--- config.mk ---
export PLATFORM = sky130hd
export DESIGN_NAME = block_run_extent_builder
export DESIGN_NICKNAME = d
export VERILOG_FILES = /design/src/rtl/core/brx_pkg.sv /design/src/rtl/core/brx_cfg_regs.sv /design/src/rtl/core/brx_run_tracker.sv /design/src/rtl/core/brx_result_buf.sv /design/src/rtl/core/block_run_extent_builder.sv
export SDC_FILE = /design/constraint.sdc
export NUM_CORES = 2
export LEC_CHECK = 0
export ABC_AREA = 1
export BUFFER_PORTS_ARGS = -buffer_cell sky130_fd_sc_hd__buf_2
export CAP_MARGIN = 20
export CORE_MARGIN = 4
export CORE_UTILIZATION = 27
export DETAILED_ROUTE_END_ITERATION = 8
export PLACE_DENSITY_LB_ADDON = 0.2
export RECOVER_POWER = 25
export SYNTH_ARGS = -nofsm -noshare
export SYNTH_HDL_FRONTEND = slang
export SYNTH_SLANG_ARGS = --single-unit
--- constraint.sdc ---
create_clock -name i_clk -period 10.4 [get_ports i_clk]
set_clock_uncertainty 0.1 [all_clocks]
set_input_delay 1.04 -clock i_clk [delete_from_list [all_inputs] [get_ports i_clk]]
set_output_delay 1.04 -clock i_clk [all_outputs]
set_load 0.005 [all_outputs]
--- src/rtl/core/brx_pkg.sv ---
// ----------------------------------------------------------------------------
// brx_pkg
// Shared types and constants for the block run extent builder.
// ----------------------------------------------------------------------------
package brx_pkg;

    localparam int BLOCK_BITS_DEF = 32;   // default width of a block number

    localparam int IN_BLK_W   = 32;       // block_number field width
    localparam int BASE_W     = 32;       // base_sector register width
    localparam int SPB_W      = 8;        // sectors per block register width
    localparam int MAXE_W     = 16;       // max_extents register width
    localparam int LEN_W      = 32;       // run length width (saturating)
    localparam int OUT_W      = 40;       // extent_start / extent_sectors width
    localparam int OUT_DATA_W = 2 * OUT_W;

    localparam int CFG_ADDR_W = 2;
    localparam int CFG_DATA_W = 32;

    localparam int NUM_SLOTS  = 3;        // most results one item can cause
    localparam int SLOT_W     = $clog2(NUM_SLOTS + 1);

    localparam logic [CFG_ADDR_W-1:0] REG_BASE_SECTOR = 2'd0;
    localparam logic [CFG_ADDR_W-1:0] REG_BLK_SECTORS = 2'd1;
    localparam logic [CFG_ADDR_W-1:0] REG_MAX_EXTENTS = 2'd2;

    localparam logic [BASE_W-1:0] BASE_RST = '0;
    localparam logic [SPB_W-1:0]  SPB_RST  = 8'd2;
    localparam logic [MAXE_W-1:0] MAXE_RST = 16'd64;

    localparam logic [LEN_W-1:0]  LEN_MAX  = '1;

    typedef struct packed {
        logic [BASE_W-1:0] base_sector;
        logic [SPB_W-1:0]  blk_sectors;
        logic [MAXE_W-1:0] max_extents;
    } t_cfg;

    typedef struct packed {
        logic [OUT_W-1:0] extent_start;
        logic [OUT_W-1:0] extent_sectors;
        logic             overflow;
        logic             end_of_list;
    } t_result;

    typedef struct packed {
        logic [SLOT_W-1:0] count;
        t_result [NUM_SLOTS-1:0] slot;
    } t_bundle;

endpackage

--- src/rtl/core/brx_cfg_regs.sv ---
// ----------------------------------------------------------------------------
// brx_cfg_regs
// Configuration register file: base sector, sectors per block, list capacity.
// ----------------------------------------------------------------------------
module brx_cfg_regs import brx_pkg::*; (
    input  logic                  i_clk,
    input  logic                  i_rst_n,
    input  logic                  i_cfg_we,
    input  logic [CFG_ADDR_W-1:0] i_cfg_addr,
    input  logic [CFG_DATA_W-1:0] i_cfg_wdata,
    output t_cfg                  o_cfg
);

    t_cfg r_cfg;
    t_cfg n_cfg;

    always_comb begin
        n_cfg = r_cfg;
        if (i_cfg_we) begin
            case (i_cfg_addr)
                REG_BASE_SECTOR: n_cfg.base_sector = BASE_W'(i_cfg_wdata);
                REG_BLK_SECTORS: n_cfg.blk_sectors = SPB_W'(i_cfg_wdata);
                REG_MAX_EXTENTS: n_cfg.max_extents = MAXE_W'(i_cfg_wdata);
                default:         n_cfg = r_cfg;
            endcase
        end
    end

    always_ff @(posedge i_clk) begin
        if (!i_rst_n) begin
            r_cfg.base_sector <= BASE_RST;
            r_cfg.blk_sectors <= SPB_RST;
            r_cfg.max_extents <= MAXE_RST;
        end else begin
            r_cfg <= n_cfg;
        end
    end

    assign o_cfg = r_cfg;

endmodule

--- src/rtl/core/brx_run_tracker.sv ---
// ----------------------------------------------------------------------------
// brx_run_tracker
// Input register, run state and the single-pass extent logic. Produces the
// bundle of results (zero to three) caused by the registered item.
// ----------------------------------------------------------------------------
module brx_run_tracker import brx_pkg::*; #(
    parameter int BLOCK_BITS = BLOCK_BITS_DEF
) (
    input  logic                i_clk,
    input  logic                i_rst_n,
    input  t_cfg                i_cfg,
    input  logic                i_in_valid,
    output logic                o_in_ready,
    input  logic [IN_BLK_W-1:0] i_in_block,
    input  logic                i_in_final,
    input  logic                i_room,
    output logic                o_push,
    output t_bundle             o_bundle
);

    localparam int BW = BLOCK_BITS;
    localparam int PW = BW + SPB_W;                 // start * spb product
    localparam int SW = (PW + 1 > OUT_W) ? PW + 1 : OUT_W;

    // input register
    logic                r_iv;
    logic [IN_BLK_W-1:0] r_blk;
    logic                r_fin;

    // run state
    logic              r_started;
    logic [BW-1:0]     r_prev;
    logic [BW-1:0]     r_rs;
    logic [LEN_W-1:0]  r_rl;
    logic [MAXE_W-1:0] r_ew;
    logic              r_err;

    logic              n_started;
    logic [BW-1:0]     n_prev;
    logic [BW-1:0]     n_rs;
    logic [LEN_W-1:0]  n_rl;
    logic [MAXE_W-1:0] n_ew;
    logic              n_err;

    logic [BW-1:0]     blk;
    logic              adj;
    logic              brk;
    logic              brk_ovf;
    logic [BW-1:0]     run_rs;
    logic [LEN_W-1:0]  run_rl;
    logic [MAXE_W-1:0] ew1;
    logic              take;

    logic [PW-1:0]     brk_prod;
    logic [PW-1:0]     fin_prod;
    t_result           e_break;
    t_result           e_final;
    t_result           e_term;
    t_result           e_ovf;
    t_bundle           bundle;

    assign blk = BW'(r_blk);

    assign adj = r_started && (r_prev != {BW{1'b1}}) && (blk == r_prev + BW'(1));
    assign brk = r_started && !adj;
    assign brk_ovf = brk && (r_ew >= i_cfg.max_extents);

    // run after this item (before any end-of-file clear)
    always_comb begin
        if (!r_started || brk) begin
            run_rs = blk;
            run_rl = LEN_W'(1);
        end else begin
            run_rs = r_rs;
            run_rl = (r_rl == LEN_MAX) ? r_rl : r_rl + LEN_W'(1);
        end
    end

    assign ew1 = brk ? r_ew + MAXE_W'(1) : r_ew;

    // extent arithmetic
    assign brk_prod = PW'(r_rs) * PW'(i_cfg.blk_sectors);
    assign fin_prod = PW'(run_rs) * PW'(i_cfg.blk_sectors);

    always_comb begin
        e_break.extent_start   = OUT_W'(SW'(brk_prod) + SW'(i_cfg.base_sector));
        e_break.extent_sectors = OUT_W'(r_rl) * OUT_W'(i_cfg.blk_sectors);
        e_break.overflow       = 1'b0;
        e_break.end_of_list    = 1'b0;

        e_final.extent_start   = OUT_W'(SW'(fin_prod) + SW'(i_cfg.base_sector));
        e_final.extent_sectors = OUT_W'(run_rl) * OUT_W'(i_cfg.blk_sectors);
        e_final.overflow       = 1'b0;
        e_final.end_of_list    = 1'b0;

        e_term = '0;
        e_term.end_of_list = 1'b1;

        e_ovf = '0;
        e_ovf.overflow    = 1'b1;
        e_ovf.end_of_list = 1'b1;
    end

    // result list for the registered item
    always_comb begin
        bundle = '0;
        if (!r_err) begin
            if (brk_ovf) begin
                bundle.count   = SLOT_W'(1);
                bundle.slot[0] = e_ovf;
            end else if (brk) begin
                bundle.slot[0] = e_break;
                if (!r_fin) begin
                    bundle.count = SLOT_W'(1);
                end else if (ew1 >= i_cfg.max_extents) begin
                    bundle.count   = SLOT_W'(2);
                    bundle.slot[1] = e_ovf;
                end else begin
                    bundle.count   = SLOT_W'(3);
                    bundle.slot[1] = e_final;
                    bundle.slot[2] = (ew1 + MAXE_W'(1) >= i_cfg.max_extents) ? e_ovf : e_term;
                end
            end else if (r_fin) begin
                bundle.count = SLOT_W'(2);
                if (ew1 >= i_cfg.max_extents) begin
                    bundle.count   = SLOT_W'(1);
                    bundle.slot[0] = e_ovf;
                end else begin
                    bundle.slot[0] = e_final;
                    bundle.slot[1] = (ew1 + MAXE_W'(1) >= i_cfg.max_extents) ? e_ovf : e_term;
                end
            end
        end
    end

    // items with no result need no room downstream
    assign take       = r_iv && ((bundle.count == '0) || i_room);
    assign o_in_ready = !r_iv || take;
    assign o_push     = take;
    assign o_bundle   = bundle;

    // next run state
    always_comb begin
        n_started = r_started;
        n_prev    = r_prev;
        n_rs      = r_rs;
        n_rl      = r_rl;
        n_ew      = r_ew;
        n_err     = r_err;
        if (take) begin
            if (!r_err) begin
                if (brk_ovf) begin
                    n_err = 1'b1;
                end else begin
                    n_started = 1'b1;
                    n_prev    = blk;
                    n_rs      = run_rs;
                    n_rl      = run_rl;
                    n_ew      = ew1;
                end
            end
            if (r_fin) begin
                n_started = 1'b0;
                n_prev    = '0;
                n_rs      = '0;
                n_rl      = '0;
                n_ew      = '0;
                n_err     = 1'b0;
            end
        end
    end

    always_ff @(posedge i_clk) begin
        if (!i_rst_n) begin
            r_iv      <= 1'b0;
            r_started <= 1'b0;
            r_prev    <= '0;
            r_rs      <= '0;
            r_rl      <= '0;
            r_ew      <= '0;
            r_err     <= 1'b0;
        end else begin
            if (i_in_valid && o_in_ready) begin
                r_iv <= 1'b1;
            end else if (take) begin
                r_iv <= 1'b0;
            end
            r_started <= n_started;
            r_prev    <= n_prev;
            r_rs      <= n_rs;
            r_rl      <= n_rl;
            r_ew      <= n_ew;
            r_err     <= n_err;
        end
    end

    always_ff @(posedge i_clk) begin
        if (i_in_valid && o_in_ready) begin
            r_blk <= i_in_block;
            r_fin <= i_in_final;
        end
    end

endmodule

--- src/rtl/core/brx_result_buf.sv ---
// ----------------------------------------------------------------------------
// brx_result_buf
// Result register bank: holds the results of one item and hands them out
// one per cycle on the output stream while the output is ready.
// ----------------------------------------------------------------------------
module brx_result_buf import brx_pkg::*; (
    input  logic    i_clk,
    input  logic    i_rst_n,
    input  logic    i_push,
    input  t_bundle i_bundle,
    output logic    o_room,
    output logic    o_valid,
    input  logic    i_ready,
    output t_result o_result
);

    t_result [NUM_SLOTS-1:0] r_res;
    logic [SLOT_W-1:0]       r_cnt;
    logic [SLOT_W-1:0]       r_idx;
    logic [SLOT_W-1:0]       n_cnt;
    logic [SLOT_W-1:0]       n_idx;

    logic pop;
    logic last_pop;
    logic load;

    assign o_valid  = (r_cnt != '0);
    assign pop      = o_valid && i_ready;
    assign last_pop = pop && (r_idx == r_cnt - SLOT_W'(1));
    assign o_room   = !o_valid || last_pop;
    assign load     = i_push && (i_bundle.count != '0);

    always_comb begin
        n_cnt = r_cnt;
        n_idx = r_idx;
        if (load) begin
            n_cnt = i_bundle.count;
            n_idx = '0;
        end else if (last_pop) begin
            n_cnt = '0;
            n_idx = '0;
        end else if (pop) begin
            n_idx = r_idx + SLOT_W'(1);
        end
    end

    always_ff @(posedge i_clk) begin
        if (!i_rst_n) begin
            r_cnt <= '0;
            r_idx <= '0;
        end else begin
            r_cnt <= n_cnt;
            r_idx <= n_idx;
        end
    end

    always_ff @(posedge i_clk) begin
        if (load) begin
            r_res <= i_bundle.slot;
        end
    end

    assign o_result = r_res[r_idx[$clog2(NUM_SLOTS)-1:0]];

endmodule

--- src/rtl/core/block_run_extent_builder.sv ---
// ----------------------------------------------------------------------------
// block_run_extent_builder
// Merges runs of consecutive filesystem block numbers into disk extents.
// ----------------------------------------------------------------------------
// Takes one block number per cycle unless an item with results must wait for
// room in the result register bank. An item enters an input register, where
// it is compared with the previous block; when taken, it updates the run state
// and loads its results, if any, into the result register bank, which drives
// the output. Items that cause no result or one result flow at one per cycle
// while the output does not stall. The final item of a file causes up to three
// results (closing extent of a broken run, final extent, terminator), which
// leave the result register bank one per cycle while the output is ready; an
// item behind it that has results of its own waits in the input register until
// the last of them is taken. Items with no result never wait for the output.
// Output tdata carries extent_start in bits [39:0] and extent_sectors in
// [79:40]; tuser is the overflow flag and tlast marks the last result of a
// file. Configuration must only be written while the block is idle.
// ----------------------------------------------------------------------------
module block_run_extent_builder import brx_pkg::*; #(
    parameter int BLOCK_BITS = BLOCK_BITS_DEF
) (
    input  logic                  i_clk,
    input  logic                  i_rst_n,
    // configuration
    input  logic                  i_cfg_we,
    input  logic [CFG_ADDR_W-1:0] i_cfg_addr,
    input  logic [CFG_DATA_W-1:0] i_cfg_wdata,
    // block numbers in
    input  logic                  i_s_axis_tvalid,
    output logic                  o_s_axis_tready,
    input  logic [IN_BLK_W-1:0]   i_s_axis_tdata,   // [31:0] block_number
    input  logic                  i_s_axis_tlast,   // is_final
    // extents out
    output logic                  o_m_axis_tvalid,
    input  logic                  i_m_axis_tready,
    output logic [OUT_DATA_W-1:0] o_m_axis_tdata,   // [39:0] extent_start,
                                                    // [79:40] extent_sectors
    output logic                  o_m_axis_tuser,   // overflow
    output logic                  o_m_axis_tlast    // end_of_list
);

    t_cfg    cfg;
    t_bundle bundle;
    t_result result;
    logic    push;
    logic    room;

    brx_cfg_regs u_cfg (
        .i_clk       (i_clk),
        .i_rst_n     (i_rst_n),
        .i_cfg_we    (i_cfg_we),
        .i_cfg_addr  (i_cfg_addr),
        .i_cfg_wdata (i_cfg_wdata),
        .o_cfg       (cfg)
    );

    brx_run_tracker #(
        .BLOCK_BITS (BLOCK_BITS)
    ) u_tracker (
        .i_clk      (i_clk),
        .i_rst_n    (i_rst_n),
        .i_cfg      (cfg),
        .i_in_valid (i_s_axis_tvalid),
        .o_in_ready (o_s_axis_tready),
        .i_in_block (i_s_axis_tdata),
        .i_in_final (i_s_axis_tlast),
        .i_room     (room),
        .o_push     (push),
        .o_bundle   (bundle)
    );

    brx_result_buf u_result (
        .i_clk    (i_clk),
        .i_rst_n  (i_rst_n),
        .i_push   (push),
        .i_bundle (bundle),
        .o_room   (room),
        .o_valid  (o_m_axis_tvalid),
        .i_ready  (i_m_axis_tready),
        .o_result (result)
    );

    assign o_m_axis_tdata = {result.extent_sectors, result.extent_start};
    assign o_m_axis_tuser = result.overflow;
    assign o_m_axis_tlast = result.end_of_list;

endmodule

# Word level (Yosys, flattened, before mapping)

Index checks and enable logic that the tools add are counted.

Register bits after elaboration: 454
Latch bits: 0
Bits in writable memories: 0
Memory bits (read-only): 0
Output and inout port bits: 84
Logic and storage cells: 125
Memories: 0

$add $sub $neg: 8
Multipliers: 4
Divide/modulo/power cells: 0
$lt $le $gt $ge: 4
Eq/ne operators: 8
Shift operators: 0
Multiplexer cells: 43
Bitwise logic cells: 2
Reductions and logical operators: 30

Operators with widths:

| operator                                                        | count |
|---|---|
| 164-bit two-way mux                                             | 3 |
| 82-bit two-way mux                                              | 5 |
| 32-bit two-way mux                                              | 12 |
| 248-bit two-way mux                                             | 1 |
| 82-bit binary-select mux with 2-bit select                      | 1 |
| 32-bit by 8-bit multiplier with 40-bit output                   | 4 |
| 40-bit by 32-bit adder with 40-bit output                       | 2 |
| 32-bit by 1-bit adder with 32-bit output, second input constant | 2 |
| 16-bit two-way mux                                              | 4 |
| 16-bit greater-or-equal comparator                              | 3 |
| 16-bit by 1-bit adder with 16-bit output, second input constant | 2 |
| 32-bit equality test                                            | 1 |
| 32-bit equality test, second input constant                     | 1 |
| 32-bit != test, second input constant                           | 1 |
| 2-bit two-way mux                                               | 8 |
| 1-bit logical AND                                               | 9 |
| 1-bit two-way mux                                               | 9 |
| 2-bit nonzero test                                              | 4 |
| 2-bit AND reduction                                             | 3 |
| 3-bit OR reduction                                              | 2 |
| 1-bit zero test                                                 | 4 |
| 2-bit zero test                                                 | 2 |
| 1-bit logical OR                                                | 4 |
| 2-bit by 1-bit != test with 1-bit output, second input constant | 2 |
| other kinds (9)                                                 | 10 |

# Longest topological paths before layout

Depth in word-level cells: 20
Depth in mapped cells: 44
Gate-level depth less buffers: 43

# Cells and area by module

From an unflattened synthesis, not the netlist that was laid out.

Cells, all modules: 7821
Area total of the unflattened synthesis: 58885.2 um^2

Modules (own cells, without submodules):

| module          | instances | cells each | area each (um^2) | seq. area each (um^2) |
|---|---|---|---|---|
| brx_run_tracker | 1         | 6801       | 47105.2          | 3293.2 |
| brx_result_buf  | 1         | 660        | 9387.8           | 7467.2 |
| brx_cfg_regs    | 1         | 360        | 2392.3           | 1121.1 |

# Worst setup path before layout

Ideal clock, no wire load.

Path kind: register -> register
Start: reg u_tracker.r_prev[0]
End: reg u_result.r_res[36] in the netlist's numbering (data pin)
Arrival: 6463 ps
Data required time: 10030 ps
Setup slack: 3567 ps
Cell stages (with the launch flop): 39
Buffers on the path: 2
Path through: dfxtp_1 ha_1 inv_1 nor2_2 nand2_4 nor2_8 nand2_1 nand2_1 nand2_1 nand2_1 nand4_1 or3_1 nor3_1 nand2_1 inv_2 buf_2 buf_2 nand3_1 [3 not listed] fa_1 inv_1 fa_1 inv_1 ha_1 a21oi_1 o21ai_0 a21oi_1 o21ai_0 nand2_1 o21bai_1 nand2_1 nand2_1 nand2_1 o21ai_0 a21oi_1 o21ai_0 a21oi_1

Word-level cells in the longest chain between the ends: 11
Elaborated cells on any way between the ends: 17
Classes of those cells: add/sub (1); mul (1); order compare (1); eq/ne (2); mux (5); reduce/logical (7)

RTL lines:

| what                                                                              | RTL line               | source |
|---|---|---|
| from (decl)                                                                       | brx_run_tracker.sv:32  | `logic [BW-1:0] r_prev;` |
| from (signal assigned)                                                            | brx_run_tracker.sv:189 | `r_prev <= n_prev;` |
| 32-bit by 1-bit adder with 32-bit output / 32-bit != test (equally long branches) | brx_run_tracker.sv:64  | `assign adj = r_started && (r_prev != {BW{1'b1}}) && (blk == r_prev + BW'(1));` |
| 32-bit equality test / 1-bit logical AND (equally long branches)                  | brx_run_tracker.sv:64  |  |
| 1-bit logical AND *                                                               | brx_run_tracker.sv:64  |  |
| 1-bit zero test *                                                                 | brx_run_tracker.sv:65  | `assign brk = r_started && !adj;` |
| 1-bit logical AND *                                                               | brx_run_tracker.sv:65  |  |
| 1-bit logical OR                                                                  | brx_run_tracker.sv:70  | `if (!r_started \|\| brk) begin` |
| 32-bit two-way mux                                                                | brx_run_tracker.sv:70  |  |
| 32-bit by 8-bit multiplier with 40-bit output                                     | brx_run_tracker.sv:92  | `e_final.extent_sectors = OUT_W'(run_rl) * OUT_W'(i_cfg.blk_sectors);` |
| 82-bit two-way mux                                                                | brx_run_tracker.sv:125 | `if (ew1 >= i_cfg.max_extents) begin` |
| 164-bit two-way mux                                                               | brx_run_tracker.sv:123 | `end else if (r_fin) begin` |
| 164-bit two-way mux                                                               | brx_run_tracker.sv:111 | `end else if (brk) begin` |
| to (signal assigned)                                                              | brx_result_buf.sv:59   | `r_res <= i_bundle.slot;` |
| to (decl)                                                                         | brx_result_buf.sv:17   | `t_result [NUM_SLOTS-1:0] r_res;` |

Every way passes the cells marked *; elsewhere a longest branch is shown, timed or not.
A chain may end at the register's enable or synchronous reset.

# Worst setup path after layout

Start: reg u_tracker.r_prev[0]
End: reg u_result.r_res[80] in the netlist's numbering (data pin)

Word-level cells in the longest chain between the ends: 12
Elaborated cells on any way between the ends: 18
Classes of those cells: add/sub (2); mul (1); order compare (1); eq/ne (2); mux (5); reduce/logical (7)

RTL lines:

| what                                                                              | RTL line               | source |
|---|---|---|
| 32-bit by 1-bit adder with 32-bit output / 32-bit != test (equally long branches) | brx_run_tracker.sv:64  |  |
| 32-bit equality test / 1-bit logical AND (equally long branches)                  | brx_run_tracker.sv:64  |  |
| 1-bit logical AND *                                                               | brx_run_tracker.sv:64  |  |
| 1-bit zero test *                                                                 | brx_run_tracker.sv:65  |  |
| 1-bit logical AND *                                                               | brx_run_tracker.sv:65  |  |
| 1-bit logical OR                                                                  | brx_run_tracker.sv:70  |  |
| 32-bit two-way mux                                                                | brx_run_tracker.sv:70  |  |
| 32-bit by 8-bit multiplier with 40-bit output                                     | brx_run_tracker.sv:83  | `assign fin_prod = PW'(run_rs) * PW'(i_cfg.blk_sectors);` |
| 40-bit by 32-bit adder with 40-bit output                                         | brx_run_tracker.sv:91  | `e_final.extent_start = OUT_W'(SW'(fin_prod) + SW'(i_cfg.base_sector));` |
| 82-bit two-way mux                                                                | brx_run_tracker.sv:125 |  |
| 164-bit two-way mux                                                               | brx_run_tracker.sv:123 |  |
| 164-bit two-way mux                                                               | brx_run_tracker.sv:111 |  |

Marks and branches as above.

==> results.json <==
{
  "whs_ns": 0.382,
  "die_h_um": 458,
  "postSynthAreaPerCell_um2": 7.41,
  "grt.overflow.total": 0,
  "drc_errors": 0,
  "leakage_nw": 27.9,
  "gr-usage-all-layers": 0.195,
  "initial_core_util": 0.273,
  "violations": "capacitance limit, slew limit",
  "clock_sinks": 373,
  "cts-resized-gates": 0,
  "clock_latency_ns": 0.68,
  "cp.required_ns": 10.67,
  "wl_per_cell_um": 20.9,
  "layout.nets": 8456,
  "vdd_drop_max_v": 0.000105,
  "ys.flop_type": "edfxtp_1",
  "final_core_util": 0.297,
  "port_buffers": 155,
  "grt_setup_unrepaired": "no",
  "synth_compound_area_frac": 0.0867,
  "cts-hold-fix-buffers": 0,
  "grt_max_degree": 100,
  "grt_pass1_wl_um": 312000,
  "worst_path_largest_cell_delay_ns": 0.52,
  "muxShareOfSynthArea": 0,
  "min_period_ns": 9.27,
  "maxCapViolations": 3,
  "hold_viol_final": 0,
  "maxSlewViolCount": 200,
  "ys_types": 60,
  "synth_area_um2": 54700,
  "htree_levels": 2,
  "crit_slowest_cell": "fa_1",
  "ys_ff_latch": 373,
  "synth_xor_area_frac": 0.0269,
  "pin_count": 156,
  "syn2layout_area_growth_pct": 8.78,
  "finalSetupViolations": 0,
  "p_per_area_nw_per_um2": 90.5,
  "dieArea_um2": 210000,
  "ys_warn_count": 0,
  "holdCritPathClass": "reg -> reg",
  "antenna_found_initial": 7,
  "synthTopCellsByCount": "nand2_1, inv_1, nor2_1",
  "clkTransAtPathRegs_ns": 0.06,
  "max_freq_mhz": 108,
  "final_antenna_net_count": 0,
  "synth_simple_gate_area_frac": 0.234,
  "arrival_ns": 9.55,
  "synth_nets": 8528,
  "cts_buffers": 51,
  "first_global_vias": 48100,
  "path_common_cell": "nand2_1",
  "yosysMostFrequentCell": "nand2_1",
  "crit_fanout": 38,
  "synthTopCellsByArea": "fa_1, nand2_1, edfxtp_1",
  "dr.pass1.iters": 6,
  "dr_total_vias": 48300,
  "fin_crit_sh": 0.892,
  "drive_gt1_frac": 0.0437,
  "drtIter0Drc": 4104,
  "synth-edff-count": 198,
  "worst_setup_path_start_kind": "flip-flop",
  "coreArea_um2": 200000,
  "endpoint_kind": "flip-flop",
  "cts_tree": "yes",
  "cts.path.max_buffers": 3,
  "num_rows": 164,
  "yosysTopAreaCellShare": 0.287,
  "synth_top_family_by_area": "adder cells",
  "critical_path_class": "reg -> reg",
  "root_buffer": "clkbuf_16",
  "ys_seq_area_frac": 0.173,
  "dp_hpwl_um": 165000,
  "slew_headroom": -1.87,
  "synth_top_area_cell": "fa_1",
  "tns_ns": 0,
  "place.gp.congestion": 0.927,
  "avgViaCountPerCell": 4.83,
  "worstMarginPinSlew_ns": 4.31,
  "synthAdderAreaFrac": 0.354,
  "post_cts_buffers": 0,
  "wl_um": 209000,
  "syn_inst": 7378,
  "synthArstFlopShare": 0,
  "outcome": "complete, but fails checks",
  "die_x_um": 458
}
[sequential cells by signal, indices dropped and copies added, names as in the netlist, 2 cells and up]
name,cells
u_result.r_res,165
u_cfg.o_cfg,56
u_tracker.blk,32
u_tracker.r_prev,32
u_tracker.r_rl,32
u_tracker.r_rs,32
u_tracker.r_ew,16
u_result.r_cnt,2
u_result.r_idx,2
[power by group]
part	total (mW)	switching [mW]	internal [mW]	leakage, nW
sequential	1.70	0.0640	1.63	3.24
clock	1.81	0.769	1.04	0.796
combinational	1.88	1.31	0.569	23.9
total	5.38	2.14	3.24	27.9
[cell usage in the layout (no fill, tap or decap), types with 13 or more instances in the layout]
cell,instances
xor2_1,102
nor3_1,43
nor4_1,19
inv_1,1416
nand4_1,167
dfxtp_1,164
clkbuf_1,101
o21a_1,22
nor2_2,18
xnor2_1,64
or2_1,22
fa_1,784
nand2_1,1711
clkbuf_16,52
a31oi_1,51
buf_4,55
o21ai_1,13
or2_0,16
edfxtp_1,198
ha_1,294
o21ai_0,213
a21oi_1,485
buf_2,73
nor2_1,852
nand3_1,199
or2_2,19
inv_2,24
[through the flow]
step | setup slack, ns | total power [mW] | cell area (um2) | std cells
6_report | 1.13 | 5.38 | 59500 | 10000
5_1_grt | 0.455 | 5.72 | 59400 | 10000
4_1_cts | 1.15 | 5.44 | 59500 | 10000
3_5_place_dp | 1.20 | 3.60 | 57900 | 9908
3_3_place_gp | 1.30 | 3.60 | 57900 | 9908
2_1_floorplan | 3.57 | 2.90 | 54700 | 7378
[layout make-up]
cell class	instances	area [um2]
well taps	2656	3320
repair buffers	215	1150
fillers	21900	141000
inverters	1446	5440
diodes	4	10.0
flip-flops and latches	373	9470
clock inverters	24	280
clock buffers	71	1380
multi-input cells	5219	38400
[worst paths after layout]
path / to / depth (start not counted) / slack (ns) / startpoint
worst max-delay path: u_result.r_res[80]$_SDFFCE_PN0P_ / 33 / 1.13 / u_tracker.r_prev[0]$_SDFFE_PN0P_
worst max register to register: u_result.r_res[80]$_SDFFCE_PN0P_ / 33 / 1.13 / u_tracker.r_prev[0]$_SDFFE_PN0P_
worst min-delay path: u_result.r_cnt[1]$_SDFFE_PN0P_ / 2 / 0.38 / u_result.r_cnt[1]$_SDFFE_PN0P_
worst min register to register: u_result.r_cnt[1]$_SDFFE_PN0P_ / 2 / 0.38 / u_result.r_cnt[1]$_SDFFE_PN0P_
[metal layers]
metal / vias up / track usage / share of wire
met5: - / 0 / 0.00011
met4: 4 / 0.0518 / 0.028
met3: 211 / 0.0390 / 0.077
met2: 1659 / 0.284 / 0.41
met1: 23900 / 0.292 / 0.49
li1: 22500 / - / -
[worst max-delay path, delay by kind of cell (launching register included)]
kind	cells	cell delay [ns]
xor gates and xnor gates	1	0.31
adders and majority gates	6	2.57
buffers and inverters	6	1.36
AOI/OAI and AO/OA	7	1.81
and+or+nand+nor	13	2.28
DFF	1	0.41
[logic make-up (layout without fill, tap and decap cells)]
family / after synthesis / count (layout)
AO/OA/AOI/OAI: 872 / 872
XOR/XNOR: 167 / 167
adder cells (fa/ha/maj): 1078 / 1078
buffers and inverters: 1786 / 1756
flip-flops: 373 / 373
other: 0 / 4
AND/OR/NAND/NOR: 3102 / 3102
(Power assumes the default switching activity.)
